--- src/design/psu_pkg.sv ---
// Shared types and constants for the PNG scanline unfilter block.
`default_nettype none

package psu_pkg;

  typedef enum logic [2:0] {
    FILT_NONE,
    FILT_SUB,
    FILT_UP,
    FILT_AVG,
    FILT_PAETH
  } filter_t;

  typedef enum logic [2:0] {
    KIND_NOP,
    KIND_PAL,
    KIND_FILT,
    KIND_ERR,
    KIND_DATA
  } item_kind_t;

  localparam logic [2:0] MODE_GRAY  = 3'd0;
  localparam logic [2:0] MODE_RGB   = 3'd1;
  localparam logic [2:0] MODE_PAL   = 3'd2;
  localparam logic [2:0] MODE_GA    = 3'd3;
  localparam logic [2:0] MODE_RGBA  = 3'd4;

  localparam logic [1:0] CFG_WIDTH  = 2'd0;
  localparam logic [1:0] CFG_HEIGHT = 2'd1;
  localparam logic [1:0] CFG_MODE   = 2'd2;

  localparam logic [7:0] FILT_LAST  = 8'd4;

  localparam logic       ACT_DATA   = 1'b0;

  // bytes per pixel group; undefined modes act as rgba
  function automatic logic [2:0] bpp_of(input logic [2:0] mode);
    logic [2:0] n;
    case (mode)
      MODE_GRAY: n = 3'd1;
      MODE_RGB:  n = 3'd3;
      MODE_PAL:  n = 3'd1;
      MODE_GA:   n = 3'd2;
      default:   n = 3'd4;
    endcase
    return n;
  endfunction

endpackage

`default_nettype wire

--- src/design/psu_pred.sv ---
// Filter predictor and byte reconstruction (None, Sub, Up, Average, Paeth).
`default_nettype none

module psu_pred (
  input  psu_pkg::filter_t filter,
  input  logic [7:0]       a,
  input  logic [7:0]       b,
  input  logic [7:0]       c,
  input  logic [7:0]       raw,
  output logic [7:0]       cur
);
  import psu_pkg::*;

  logic [8:0]        avg_sum;
  logic signed [9:0] pa_d;
  logic signed [9:0] pb_d;
  logic signed [9:0] pc_d;
  logic [9:0]        pa;
  logic [9:0]        pb;
  logic [9:0]        pc;
  logic [7:0]        pred;

  assign avg_sum = {1'b0, a} + {1'b0, b};

  // p - a = b - c, p - b = a - c, p - c = (b - c) + (a - c)
  assign pa_d = $signed({2'b00, b}) - $signed({2'b00, c});
  assign pb_d = $signed({2'b00, a}) - $signed({2'b00, c});
  assign pc_d = pa_d + pb_d;

  assign pa = pa_d[9] ? 10'(-pa_d) : 10'(pa_d);
  assign pb = pb_d[9] ? 10'(-pb_d) : 10'(pb_d);
  assign pc = pc_d[9] ? 10'(-pc_d) : 10'(pc_d);

  always_comb begin
    case (filter)
      FILT_SUB:   pred = a;
      FILT_UP:    pred = b;
      FILT_AVG:   pred = avg_sum[8:1];
      FILT_PAETH: begin
        if (pa <= pb && pa <= pc) pred = a;
        else if (pb <= pc)        pred = b;
        else                      pred = c;
      end
      default:    pred = 8'd0;
    endcase
  end

  assign cur = raw + pred;

endmodule

`default_nettype wire

--- config.mk ---
export PLATFORM = sky130hd
export DESIGN_NAME = psu_pred
export DESIGN_NICKNAME = d
export VERILOG_FILES = /design/src/design/psu_pkg.sv /design/src/design/psu_pred.sv
export SDC_FILE = /design/constraint.sdc
export NUM_CORES = 1
export LEC_CHECK = 0
export BUFFER_PORTS_ARGS = -buffer_cell sky130_fd_sc_hd__buf_2
export CORE_MARGIN = 1
export CORE_UTILIZATION = 44
export DETAILED_ROUTE_END_ITERATION = 6
export GPL_TIMING_DRIVEN = 0
export SYNTH_ARGS = -nofsm -noshare
export SYNTH_HDL_FRONTEND = slang
export SYNTH_SLANG_ARGS = --single-unit
--- constraint.sdc ---
create_clock -name vclk -period 8.3
set_input_delay 0.415 -clock vclk [all_inputs]
set_output_delay 0.415 -clock vclk [all_outputs]
set_load 0.02 [all_outputs]
; Word-level counts from Yosys, hierarchy flattened
; Index checks and enable logic that the tools add are counted.
; W data, S select, Z words.
[op_classes]
n_addsub = 8
n_eq_ne = 4
magnitude_cmp = 3
n_reduce_logical = 1
mux = 6
[op_table]
columns = operator, n
row1 = $pmux W8 S4, 1
row2 = $le A10 B10 Y1, 3
row3 = $mux W10, 3
row4 = $neg A9 Y10, 2
row5 = $sub A8 B8 Y9, 2
row6 = $mux W8, 2
row7 = $add A9 B9 Y10, 1
row8 = $neg A10 Y10, 1
row9 = $add A8 B8 Y9, 1
row10 = $add A8 B8 Y8, 1
row11 = $eq A3 B2 Y1 const B, 2
row12 = $eq A3 B1 Y1 const B, 1
row13 = $eq A3 B3 Y1 const B, 1
row14 = $logic_and A1 B1 Y1, 1
[totals]
in_bits = 35
out_inout_bits = 8
register_bits = 0

; Longest topological paths before layout
; Gate-level depths: netlist of the first run.
[depth]
ltp_word = 9
depth_mapped = 38
mapped_depth_nobuf = 37

; Least setup slack after synthesis of the first run
; Ideal clock, no wire load.
[synth_timing]
kind = input -> output
from = input b[0]
to = output cur[7]
path_slack_ns = 0.897
arrival_time_ns = 6.988
required_time_ns = 7.885
cell_stages = 35
cell_sequence = inv_1 -> ha_1 -> inv_1 -> fa_1 -> xnor2_1 -> inv_1 -> ha_1 -> a21oi_1 -> o21ai_1 -> a21o_1 -> maj3_2 -> maj3_2 -> nand2_1 -> a41oi_4 -> o21bai_1 -> xor2_1 -> ha_1 -> nand4_1 -> nor2_1 -> a21oi_1 -> o211a_1 -> a31oi_2 -> mux2i_1 -> nand2_1 -> a31oi_1 -> inv_1 -> ha_1 -> a21o_1 -> a21oi_1 -> o21bai_1 -> a21oi_1 -> o21bai_1 -> a21oi_1 -> xnor2_1 -> xnor2_1
[synth_between]
elab_chain_cells = 9
word_cells_on_any_way = 15
[synth_lines]
columns = element, line
row1 = "start, declared", psu_pred.sv:7  ; input logic [7:0] b,
row2 = $sub A8 B8 Y9, psu_pred.sv:26  ; assign pa_d = $signed({2'b00, b}) - $signed({2'b00, c});
row3 = $add A9 B9 Y10, psu_pred.sv:28  ; assign pc_d = pa_d + pb_d;
row4 = $neg A10 Y10, psu_pred.sv:32  ; assign pc = pc_d[9] ? 10'(-pc_d) : 10'(pc_d);
row5 = $mux W10, psu_pred.sv:32
row6 = $le A10 B10 Y1 (on tied branches), "psu_pred.sv:41, psu_pred.sv:40"
row7 = $mux W8 or $logic_and A1 B1 Y1 (tied branches), "psu_pred.sv:41, psu_pred.sv:40"
row8 = $mux W8, psu_pred.sv:40  ; if (pa <= pb && pa <= pc) pred = a;
row9 = $pmux W8 S4 (*), psu_pred.sv:35  ; case (filter)
row10 = $add A8 B8 Y8 (*), psu_pred.sv:48  ; assign cur = raw + pred;
row11 = "end, declared", psu_pred.sv:10  ; output logic [7:0] cur
; Mark *: on every way between the ends. The rest lies on a longest branch, timed or not.

; Worst setup path in the final report of the first run
; Same ends and word-level chain as after synthesis.

==> results by group, run 1 <==
Synth
  • Cells after synthesis: 408
  • Synth Warn #: 0
  • Seq/Total Area, Yosys: 0
  • Syn Area/Cell: 7.55 sq um
  • Yosys top cell area share: 0.272
  • Yosys top cell by area: ha_1
  • Synth area leaders: ha_1 27%, xnor2_1 10%, inv_1 5.1%
  • Netlist cell types: 53
  • Syn Std Cell Area: 3080 sq um

STA
  • Hold Vio Cnt, Final: 0
  • Final TNS setup: 0 ns
  • Max-slew violation count: 0
  • Worst hold margin: 1.17 ns
  • Final WS setup: 0.470 ns
  • Tcrit/Tclk final: 0.943
  • Setup violations, final: 0
  • Least-Margin Pin Slew: 0.557 ns
  • Final min period: 7.83 ns
  • Rel. slew slack: 0.625
  • FMAX: 128 MHz

Placed design
  • Post-DP Area: 3410 sq um
  • HPWL after DPL: 6.96 mm
  • Pre-CTS WS: -0.238 ns
  • Count of port buffers added during placement: 41
  • Final estimated routing congestion in global placement: 0.832

Cells and area
  • Fill count: 701
  • Flip-flop and latch area: 0 sq um
  • Final Util: 0.519
  • Antenna Cells: 0
  • # clk buffers: 0
  • Area of the multi-input gates: 2970 sq um
  • FFs & Latches: 0
  • Area Growth Syn to Fin: 14.4%
  • Share of cells above drive strength 1: 0.168
  • Fin nets: 566
  • Finished Cell Area: 3520 sq um

Power
  • Maximum vdd drop: 0.0919 mV
  • Power per standard cell area: 223 nW/um^2
  • Leak: 0.00172 uW

Floorplanning
  • # rows: 30
  • Initial Util: 0.453
  • Top-Level Pins: 43
  • Chip height: 85.7 um
  • Placeable Area: 6790 sq um
  • Die W: 85.7 um
  • Die area: 7340 sq um

GRT
  • Largest net degree at the start of global routing: 11
  • Total Routing Usage GR: 0.224
  • GR Util met2: 0.367
  • GR Layer Usage met3: 0.000962
  • GRT met1 Usage: 0.339
  • First-pass GRT wire length: 13.5 mm
  • Antenna violations before repair: 0
  • Grt total ovfl: 0
  • Vias in the first global route: 2842
  • Busiest grt layer: met2

Detailed routing
  • First-pass DRT Iterations: 4
  • Routed WL per cell: 14.3 um
  • Post-DRT Antenna Nets: 0
  • DRC: 0
  • Iteration-0 DRC Markers: 93
  • Via count: 2965
  • Drt via density: 5.36
  • Total Routed Length: 7.92 mm

Setup path
  • Crit Path Max Fanout: 8
  • Max stage delay on crit path: 0.59 ns
  • Critical path origin: b[0]
  • CP max stage cell: or4_4
  • CP Data Arrival Time: 7.42 ns
  • Worst setup EP type: primary output
  • Worst setup SP type: primary input
  • Critical Path RT: 7.89 ns
  • WS Path Type: in -> out
  • End point of the critical path: cur[7]

Hold path
  • Hold_sp: raw[0]
  • Hold Path Class: in -> out

Outcome
  • Status: complete, no violations

CTS
  • Hold-fix buffers, CTS: 0

Run
  • Max-cap viol count: 0
-- metrics by stage --
| step | total power [uW] | cells |
|---|---|---|
| after floorplan | 584 | 410 |
| after global placement | 724 | 547 |
| after detailed placement | 746 | 547 |
| after CTS | 757 | 547 |
| after global routing | 878 | 553 |
| final | 785 | 553 |
-- cells in the mapped netlist, types with 2 or more instances --
cell type and n:
o22ai_1 2, or2_2 4, conb_1 2, a21oi_1 26, clkbuf_1 7, nand4_1 7, ha_1 67, a21oi_2 3
maj3_2 2, nor3_1 3, maj3_1 2, o221ai_1 4, a22oi_1 8, nor2b_1 14, nor2_1 28, o31a_1 2
o21ai_1 4, and2_1 2, mux2i_1 8, inv_1 42, or4_1 2, o21bai_1 9, xor2_1 13, fa_1 5
a21o_1 15, nand3_1 4, o21a_1 6, o21ai_0 20, a211oi_2 2, a31oi_1 5, xor2_2 2, nand2b_1 4
xnor2_1 35, nand2_1 25, mux2_2 3, o211ai_1 4
-- cells by family (layout without fill, tap and decap cells) --
logic type | after synthesis | count (layout) | share of synthesized area
simple gates | 99 | 99 | 0.159
other cells | 2 | 4 | 0.00244
buf+inv | 49 | 96 | 0.0597
fa+ha+maj | 76 | 76 | 0.319
mux | 11 | 11 | 0.0370
xor+xnor | 52 | 52 | 0.160
compound gates | 119 | 119 | 0.264
-- critical path, delay by kind of cell --
family | cells | cell delay (ns)
adder cells (fa/ha/maj) | 7 | 2.25
AND/OR/NAND/NOR | 5 | 1.26
AO/OA/AOI/OAI | 14 | 2.40
buffers and inverters | 6 | 0.57
XOR/XNOR | 3 | 0.50
-- where the power goes --
group	switching (uW)	leakage, uW	internal [uW]	total, uW
Sequential	0	0	0	0
Clock	0	0	0	0
Combinational	439	0.00172	346	785
Total	439	0.00172	346	785
-- routing by layer --
| metal | part of all wire | up-vias | wire [um] |
|---|---|---|---|
| li1 | - | 1557 | - |
| met1 | 0.52 | 1352 | 4150 |
| met4 | 0.017 | 0 | 137 |
| met5 | 0 | - | 0 |
| met3 | 0.039 | 6 | 309 |
| met2 | 0.42 | 50 | 3330 |
-- repair_timing --
item                                    in CTS  in global routing
endpoints found under the setup margin       1                  3
pin swaps                                    0                  4
gates resized for setup                      4                  9
buffers inserted                             0                  6
gates cloned                                 0                  0
hold endpoints to repair                     0                  0
-- cell type report --
class,instances,area share
timing repair buffer,47,0.0710
inverter,42,0.0447
multi-input combinational,361,0.842
buffer,7,0.00781
tap,96,0.0341
-- placed cells by master (no fill, tap or decap), types with 2 or more instances in the layout --
| master | Yosys | layout |
|---|---|---|
| ha_1 | 67 | 67 |
| inv_1 | 42 | 42 |
| buf_2 | 0 | 41 |
| xnor2_1 | 35 | 33 |
| nor2_1 | 28 | 28 |
| nand2_1 | 25 | 25 |
| a21oi_1 | 26 | 23 |
| o21ai_0 | 20 | 19 |
| a21o_1 | 15 | 15 |
| nor2b_1 | 14 | 14 |
| xor2_1 | 13 | 13 |
| o21bai_1 | 9 | 9 |
| mux2i_1 | 8 | 8 |
| a22oi_1 | 8 | 8 |
| nand4_1 | 7 | 7 |
| o21a_1 | 6 | 6 |
| a21oi_2 | 3 | 6 |
| clkbuf_1 | 7 | 6 |
| buf_4 | 0 | 6 |
| o21ai_1 | 4 | 5 |
| fa_1 | 5 | 5 |
| nand2b_1 | 4 | 4 |
| a31oi_1 | 5 | 4 |
| o211ai_1 | 4 | 4 |
| nand3_1 | 4 | 4 |
| or2_2 | 4 | 4 |
| o221ai_1 | 4 | 4 |
| conb_1 | 2 | 4 |
| nor3_1 | 3 | 3 |
| mux2_2 | 3 | 3 |
| a211oi_2 | 2 | 2 |
| o31a_1 | 2 | 2 |
| xnor2_2 | 1 | 2 |
| and2_1 | 2 | 2 |
| xor2_2 | 2 | 2 |
| maj3_1 | 2 | 2 |
| maj3_2 | 2 | 2 |
| o22ai_1 | 2 | 2 |
-- worst min-delay path by stage --
stage	endpoint	slack [ns]	cells after the start
2_1_floorplan	cur[0]	1.04	1
3_3_place_gp	cur[0]	1.17	3
3_5_place_dp	cur[0]	1.17	3
4_1_cts	cur[0]	1.17	3
5_1_grt	cur[0]	1.19	3
6_report	cur[0]	1.17	3
Power figures use the tool's default switching activity.
==> run 2: changes to the inputs <==
--- a/config.mk
+++ b/config.mk
@@ -7,7 +7,7 @@
 export LEC_CHECK = 0
 export BUFFER_PORTS_ARGS = -buffer_cell sky130_fd_sc_hd__buf_2
 export CORE_MARGIN = 1
-export CORE_UTILIZATION = 44
+export CORE_UTILIZATION = 25
 export DETAILED_ROUTE_END_ITERATION = 6
 export GPL_TIMING_DRIVEN = 0
 export SYNTH_ARGS = -nofsm -noshare
==> run 2 against run 1 <==
  * Cell count increased by 8.9%
  * Die area rose by 74%
  * Worst setup slack improved by 0.060 ns
  * Power shrank 1.7%
  * Via count up 1.8%
  * Critical path type unchanged
  * Combinational power decreased by 2%
  * Wire length is 1.4% higher
  * Global-route usage is 9.8 points lower
==> results by group, run 2 (synthesis results as in run 1) <==
Outcome
  • Status: complete, no violations (unchanged)

Setup path
  • Critical path's top delay family: compound AO/OA/AOI/OAI gates (unchanged)
  • Critical Path RT: 7.89 ns (about the same)
  • CP max stage cell: or4_4 (unchanged)
  • Crit Path Max Fanout: 8 (unchanged)
  • Worst setup EP type: primary output (unchanged)
  • Max stage delay on crit path: 0.59 ns (about the same)
  • WP buf/inv: 6 (unchanged)
  • CP most frequent cell: a21oi_1
  • CP Data Arrival Time: 7.36 ns (was 7.42 ns)
  • Worst setup SP type: primary input (unchanged)
  • WS Path Type: in -> out (unchanged)

Cells and area
  • Fill count: 1299 (was 701)
  • Commonest non-fill, non-tap cells in the layout: 67 x ha_1, 42 x inv_1, 41 x buf_2, 33 x xnor2_1, 28 x nor2_1 (unchanged)
  • # clk buffers: 0 (unchanged)
  • Antenna Cells: 0 (unchanged)
  • FFs & Latches: 0 (unchanged)
  • Flip-flop and latch area: 0 sq um (unchanged)
  • Share of cells above drive strength 1: 0.163 (was 0.168)
  • Final Util: 0.296 (was 0.519)
  • Finished Cell Area: 3560 sq um (was 3520 sq um)
  • Area Growth Syn to Fin: 15.6% (was 14.4%)
  • Commonest non-fill, non-tap cell in the layout: ha_1 (unchanged)
  • Fin nets: 564 (was 566)

STA
  • Setup violations, final: 0 (unchanged)
  • Hold Vio Cnt, Final: 0 (unchanged)
  • Least-Margin Pin Slew: 0.546 ns (was 0.557 ns)
  • Worst hold margin: 1.17 ns (about the same)
  • Rel. slew slack: 0.633 (was 0.625)
  • Final min period: 7.77 ns (was 7.83 ns)
  • RSZ-0062 raised after global routing: no
  • Max-slew violation count: 0 (unchanged)
  • Tcrit/Tclk final: 0.936 (was 0.943)
  • FMAX: 129 MHz (was 128 MHz)

CTS
  • Hold-fix buffers, CTS: 0 (unchanged)

Placed design
  • Post-DP Area: 3480 sq um (was 3410 sq um)
  • Final estimated routing congestion in global placement: 0.852 (was 0.832)
  • HPWL after DPL: 7.07 mm (was 6.96 mm)
  • Count of port buffers added during placement: 41 (unchanged)

GRT
  • Antenna violations before repair: 0 (unchanged)
  • GR Util met2: 0.233 (was 0.367)
  • Vias in the first global route: 2952 (was 2842)
  • GR Layer Usage met3: 0.00911 (was 0.000962)
  • Grt total ovfl: 0 (unchanged)
  • GRT met1 Usage: 0.159 (was 0.339)
  • Total Routing Usage GR: 0.125 (was 0.224)
  • Busiest grt layer: met2 (unchanged)
  • First-pass GRT wire length: 13.5 mm (about the same)
  • Largest net degree at the start of global routing: 11 (unchanged)

Power
  • Maximum vdd drop: 0.0897 mV (was 0.0919 mV)
  • Power per standard cell area: 217 nW/um^2 (was 223 nW/um^2)
  • Leak: 0.00171 uW (was 0.00172 uW)

Floorplanning
  • Top-Level Pins: 43 (unchanged)
  • Die W: 113 um (was 85.7 um)
  • Die area: 12800 sq um (was 7340 sq um)
  • Initial Util: 0.256 (was 0.453)
  • Chip height: 113 um (was 85.7 um)
  • # rows: 40 (was 30)
  • Placeable Area: 12000 sq um (was 6790 sq um)

Detailed routing
  • DRC: 0 (unchanged)
  • Routed WL per cell: 13.3 um (was 14.3 um)
  • Post-DRT Antenna Nets: 0 (unchanged)
  • Iteration-0 DRC Markers: 103 (was 93)
  • Drt via density: 5.01 (was 5.36)
  • First-pass DRT Iterations: 4 (unchanged)
  • Total Routed Length: 8.03 mm (was 7.92 mm)
  • Via count: 3017 (was 2965)

Run
  • Max-cap viol count: 0 (unchanged)

Hold path
  • Hold Path Class: in -> out (unchanged)
run 2: final cells by class:
class                           instances  area, sq um  share of cell area
Multi-Input combinational cell        361         2960               0.830
Timing Repair Buffer                   45          235              0.0661
Buffer                                  7         27.5             0.00773
Tap cell                              147          184              0.0517
Inverter                               42          158              0.0443
run 2: tightest hold or removal path: cells and delay by family:
family | cells | cell delay, ns
buffers and inverters | 2 | 0.23
adder cells (fa/ha/maj) | 1 | 0.11
run 2: layer usage:
metal  routed length [um]  vias to the layer above
met5                    0                        -
met4                   89                        0
met3                  316                       10
met2                 3910                       59
met1                 3720                     1394
li1                     -                     1554
run 2: worst paths after layout:
| path | to | from | slack [ns] | cells after the start |
|---|---|---|---|---|
| max | cur[7] | b[0] | 0.53 | 35 |
| min | cur[0] | raw[0] | 1.17 | 3 |
run 2: timing repair:
| item | CTS | global route |
|---|---|---|
| buffers inserted | 0 | 4 |
| resized for setup | 1 | 11 |
| endpoints found under the setup margin | 1 | 4 |
| pin swaps | 0 | 1 |
run 2: report_power, final:
group / total, uW / internal [uW] / switching, uW
Sequential: 0 / 0 / 0
Clock: 0 / 0 / 0
Combinational: 772 / 340 / 432
Total: 772 / 340 / 432
run 2: per-stage QoR:
| stage | setup TNS, ns | power, uW | cells | worst slack (ns) |
|---|---|---|---|---|
| detailed placement | -0.136 | 743 | 598 | -0.136 |
| floorplan | 0 | 584 | 410 | 0.897 |
| global route | 0 | 864 | 602 | 0.0172 |
| CTS | 0 | 751 | 598 | 0.0000124 |
| finish | 0 | 772 | 602 | 0.529 |
| global placement | -0.0233 | 718 | 598 | -0.0233 |
